==> src/design/svo_pkg.sv <==
// shared types, constants and angle test for the octant shadowcasting block
package svo_pkg;

  localparam int MAX_RADIUS     = 16;
  localparam int INTERVAL_DEPTH = 256;
  localparam int IDX_W          = $clog2(INTERVAL_DEPTH);
  localparam int CNT_W          = IDX_W + 1;
  localparam int COORD_W        = 4;

  typedef enum logic [1:0] {
    ST_IDLE,
    ST_SCAN,
    ST_FINISH
  } svo_state_e;

  // one stored obstruction: the visible opaque cell that cast it
  typedef struct packed {
    logic [COORD_W-1:0] row;
    logic [COORD_W-1:0] col;
  } entry_t;

  // query walking down the chain, with the blocked flags gathered so far
  typedef struct packed {
    logic [COORD_W-1:0] row;
    logic [COORD_W-1:0] col;
    logic               sb;
    logic               eb;
    logic               cb;
  } token_t;

  // write port broadcast to every stage
  typedef struct packed {
    logic             en;
    logic [IDX_W-1:0] idx;
    entry_t           entry;
  } wr_t;

  // true if num/den lies in [ic/(ir+1), (ic+1)/(ir+1)], ends included
  function automatic logic in_span(input logic [5:0] num, input logic [5:0] den,
                                   input logic [COORD_W-1:0] ic,
                                   input logic [COORD_W-1:0] ir);
    logic [4:0]  k;
    logic [10:0] ns;
    logic [10:0] lo;
    logic [10:0] hi;
    k  = {1'b0, ir} + 5'd1;
    ns = 11'(num) * 11'(k);
    lo = 11'(ic) * 11'(den);
    hi = lo + 11'(den);
    return (ns >= lo) && (ns <= hi);
  endfunction

endpackage

==> src/design/svo_cell.sv <==
// one stage of the interval chain: holds one obstruction and tests the passing query
module svo_cell import svo_pkg::*; (
  input  logic             clk_i,
  input  logic             rst_ni,
  input  logic [IDX_W-1:0] idx_i,
  input  wr_t              wr_i,
  input  token_t           tok_i,
  output token_t           tok_o
);

  entry_t     entry_q;
  token_t     tok_q;
  token_t     tok_d;
  logic [4:0] rp1;
  logic [5:0] den;
  logic [5:0] num_s;

  // angles over the common denominator 2*(row+1)
  always_comb begin
    rp1   = {1'b0, tok_i.row} + 5'd1;
    den   = {rp1, 1'b0};
    num_s = {1'b0, tok_i.col, 1'b0};
    tok_d     = tok_i;
    tok_d.sb  = tok_i.sb | in_span(num_s, den, entry_q.col, entry_q.row);
    tok_d.eb  = tok_i.eb | in_span(num_s + 6'd2, den, entry_q.col, entry_q.row);
    tok_d.cb  = tok_i.cb | in_span(num_s + 6'd1, den, entry_q.col, entry_q.row);
  end

  always_ff @(posedge clk_i) begin
    if (wr_i.en && (wr_i.idx == idx_i)) begin
      entry_q <= wr_i.entry;
    end
  end

  // flags are don't-care until a query reaches this stage
  always_ff @(posedge clk_i or negedge rst_ni) begin
    if (!rst_ni) begin
      tok_q <= '0;
    end else begin
      tok_q <= tok_d;
    end
  end

  assign tok_o = tok_q;

endmodule
==> config.mk <==
export PLATFORM = sky130hd
export DESIGN_NAME = svo_cell
export DESIGN_NICKNAME = d
export VERILOG_FILES = /design/src/design/svo_pkg.sv /design/src/design/svo_cell.sv
export SDC_FILE = /design/constraint.sdc
export NUM_CORES = 1
export LEC_CHECK = 0
export BUFFER_PORTS_ARGS = -buffer_cell sky130_fd_sc_hd__clkbuf_2
export CELL_PAD_IN_SITES_DETAIL_PLACEMENT = 1
export CELL_PAD_IN_SITES_GLOBAL_PLACEMENT = 2
export CORE_UTILIZATION = 38
export CTS_BUF_LIST = sky130_fd_sc_hd__clkbuf_4 sky130_fd_sc_hd__clkbuf_8 sky130_fd_sc_hd__clkbuf_16
export DETAILED_ROUTE_END_ITERATION = 7
export PLACE_DENSITY = 0.86
export REMOVE_ABC_BUFFERS = 1
export SLEW_MARGIN = 0
export SYNTH_ARGS = -nofsm -noshare
export SYNTH_HDL_FRONTEND = slang
export SYNTH_SLANG_ARGS = --single-unit
==> constraint.sdc <==
create_clock -name clk_i -period 7.4 [get_ports clk_i]
set_clock_uncertainty 0.1 [all_clocks]
set_input_delay 1.11 -clock clk_i [delete_from_list [all_inputs] [get_ports clk_i]]
set_output_delay 1.11 -clock clk_i [all_outputs]
set_load 0.01 [all_outputs]
==> results.yml <==
finish:
  fillerInstances: 1529
  post-route-cell-area_um2: 5420
  regArea_um2: 515
  final_layout_size_suffix_gt1_share_pct: 11.6
  antenna_cells: 0
  syn_to_final_growth_pct: 11.1
  fin_nets: 787
  final_common_cell: "ha_1"
  multi_input_area_um2: 4040
  most-common-layout-cells: "123 x ha_1, 80 x inv_1, 48 x clkbuf_2, 31 x nand2_1, 30 x fa_1"
timing:
  maxSlewViolCount: 0
  period_needed_ns: 6.47
  final-hold-violation-count: 0
  setup_slack_ns: 0.932
  tns_ns: 0
  setup_viol: 0
  rsz0062_at_grt: "no"
  worst_pin_slew_ns: 0.863
  slew_headroom_pct: 41.9
  fmax_mhz: 155
  min_period_over_period_pct: 87.4
clocking:
  clock-sinks: 19
  htreeDepth: 1
  clk_latency_ns: 0.27
  cts_root_buf: "clkbuf_16"
  cts_tree: "done"
  clock_path_buffers: 2
  cts_setup_buffers: 0
  numCtsBuffers: 3
  cts_resized: 0
  clk_pin_slew_ns: 0.07
  hold_buffers: 0
grt:
  antenna_found_initial: 0
  grt_pass1_wl_mm: 21.9
  grt_usage_pct: 21.4
  first_global_vias: 4561
  grt_start_max_net_pins: 14
  grt-ovfl-total: 0
place:
  dp_hpwl_mm: 11.4
  place_congestion: 0.845
  place_area_um2: 5340
  portBuffers: 48
  dp_slack_ns: 0.723
power_and_ir_drop:
  switching_share_pct: 46.2
  p_int_mw: 0.430
  clkPwrFrac_pct: 15.6
  report.power.total_mw: 0.799
  power_frac_seq_pct: 15.4
  ir_worst_vdd_mv: 0.0982
  p_comb_share_pct: 69.0
  p_leak_nw: 2.77
  p_switching_mw: 0.369
  power.density_nw_per_um2: 147
drt:
  drtAntennaViolNets: 0
  drt-total-wl_mm: 13.2
  firstDrtPassIters: 4
  routed_via_density: 5.28
  drt_iter0_drc: 133
  vias: 4051
  wire_per_inst_um: 17.2
  drt_drc_violations_left: 0
setup_path:
  critical_path_class: "input port to flop"
  crit_arrival_ns: 6.55
  critPathLaunchType: "input port"
  cp.required_ns: 7.48
  worstPathMaxFanout: 9
  cp-end-kind: "flop"
logic_synthesis:
  ys.flop_type: "dfrtp_1"
  syn_area_per_cell_um2: 8.95
  synth_cells: 545
  synth-edff-count: 8
  yosysWarnings: 0
  synth-seq-cells: 19
  syn-cell-area_um2: 4880
  ys_seq_area_share_pct: 10.6
  async_flop_share_pct: 57.9
  synth_cell_type_count: 61
outcome:
  outcome: "finished clean"
floorplanning:
  die_h_um: 115
  core-area_um2: 12600
  num_rows: 41
  start_util_pct: 38.8
  die_area_um2: 13300
  ios: 49
  dieWidth_um: 115
run:
  max-cap-violations: 0
hold_path:
  hp-class: "input port to asynchronous set/reset pin"
power groups by stage:
| stage | registers, mW | logic, mW | clock network, mW |
|---|---|---|---|
| floorplan | 0.129 | 0.386 | 0 |
| global placement | 0.126 | 0.515 | 0 |
| detailed placement | 0.126 | 0.545 | 0 |
| CTS | 0.123 | 0.552 | 0.127 |
| global route | 0.124 | 0.626 | 0.131 |
| finish | 0.123 | 0.551 | 0.124 |
registers in the layout, indices dropped and copies added (netlist names):
| signal | cells |
|---|---|
| tok_o | 11 |
| entry_q | 8 |
area by class of cell:
| class | count | area share (%) |
|---|---|---|
| clock inverter | 1 | 0.139 |
| multi-input combinational | 441 | 74.6 |
| timing repair buffer | 51 | 4.85 |
| tap | 172 | 3.97 |
| clock buffer | 3 | 1.39 |
| inverter | 80 | 5.54 |
| sequential | 19 | 9.51 |
critical path, cell delays in order:
cell and delay, ns:
clkbuf_2 0.15, ha_1 0.24, xor2_1 0.33, nand2_1 0.13, fa_1 0.50, inv_1 0.06
fa_1 0.56, inv_1 0.07, fa_1 0.64, inv_1 0.07, ha_1 0.33, inv_1 0.07
a21oi_1 0.11, o21ai_0 0.11, a211oi_1 0.39, xnor2_1 0.23, ha_1 0.35, nand2_1 0.07
nor3_1 0.30, a21oi_1 0.08, maj3_1 0.39, a311oi_2 0.26
final timing paths:
path	start	slack (ns)	cells past startpoint	end
hold reg to reg	entry_q[4]	1.11	5	tok_o[0]
min in group clk_i	tok_i[8]	0.89	1	tok_o[8]
hold / removal	rst_ni	0.67	1	tok_o[0]
setup / recovery	tok_i[7]	0.93	22	tok_o[0]
setup reg to reg	entry_q[4]	1.23	19	tok_o[0]
max in group asynchronous	rst_ni	6.23	1	tok_o[7]
metal layers:
| metal | wire length [um] | global-route usage, % | vias up | share of wire (%) |
|---|---|---|---|---|
| li1 | - | - | 1975 | - |
| met4 | 250 | 5.28 | 0 | 1.9 |
| met1 | 5980 | 25.2 | 1979 | 45 |
| met5 | 0 | 0 | - | 0 |
| met3 | 409 | 3.11 | 22 | 3.1 |
| met2 | 6580 | 40.4 | 75 | 50 |
metrics by stage:
step                      utilization [%]  hold WS (ns)  std cells
after CTS                            43.1         0.683        767
after global routing                 43.1         0.682        767
after floorplan                         -         0.714        540
after global placement               42.5         0.960        763
after detailed placement             42.5         0.971        763
final                                43.1         0.669        767
synthesized netlist by cell type, types with 2 or more instances:
master | number | area share [%]
ha_1 | 123 | 32
inv_1 | 80 | 6.2
nand2_1 | 31 | 2.4
fa_1 | 30 | 12
and2_1 | 28 | 3.6
nor2_1 | 26 | 2.0
xnor2_1 | 24 | 4.3
nor2b_1 | 20 | 2.6
a21oi_1 | 18 | 1.8
o21ai_0 | 17 | 1.7
nand3_1 | 13 | 1.3
dfrtp_1 | 11 | 5.6
xor2_1 | 11 | 2.0
a21o_1 | 9 | 1.4
nand2b_1 | 9 | 1.2
nor3_1 | 9 | 0.92
edfxtp_1 | 8 | 4.9
clkbuf_1 | 5 | 0.38
nand4_1 | 5 | 0.64
o211ai_1 | 5 | 0.77
a211oi_1 | 4 | 0.62
a211o_1 | 3 | 0.54
mux2i_1 | 3 | 0.62
o21a_1 | 3 | 0.46
o21ai_1 | 3 | 0.31
o31ai_1 | 3 | 0.46
a21boi_0 | 2 | 0.31
and3_1 | 2 | 0.26
maj3_1 | 2 | 0.41
nor3b_1 | 2 | 0.31
nor4_1 | 2 | 0.26
o21bai_1 | 2 | 0.31
o311ai_4 | 2 | 1.1
or2_1 | 2 | 0.26
or2_2 | 2 | 0.26
kinds of logic after synthesis:
family                     share of synthesized area [%]
AOI/OAI and AO/OA                                   13.8
xor gates and xnor gates                            6.85
adders and majority gates                           44.3
buffers and inverters                               6.54
DFF                                                 10.6
muxes                                              0.616
and+or+nand+nor                                     17.4
Note: power is estimated with default switching activity, not from simulation.
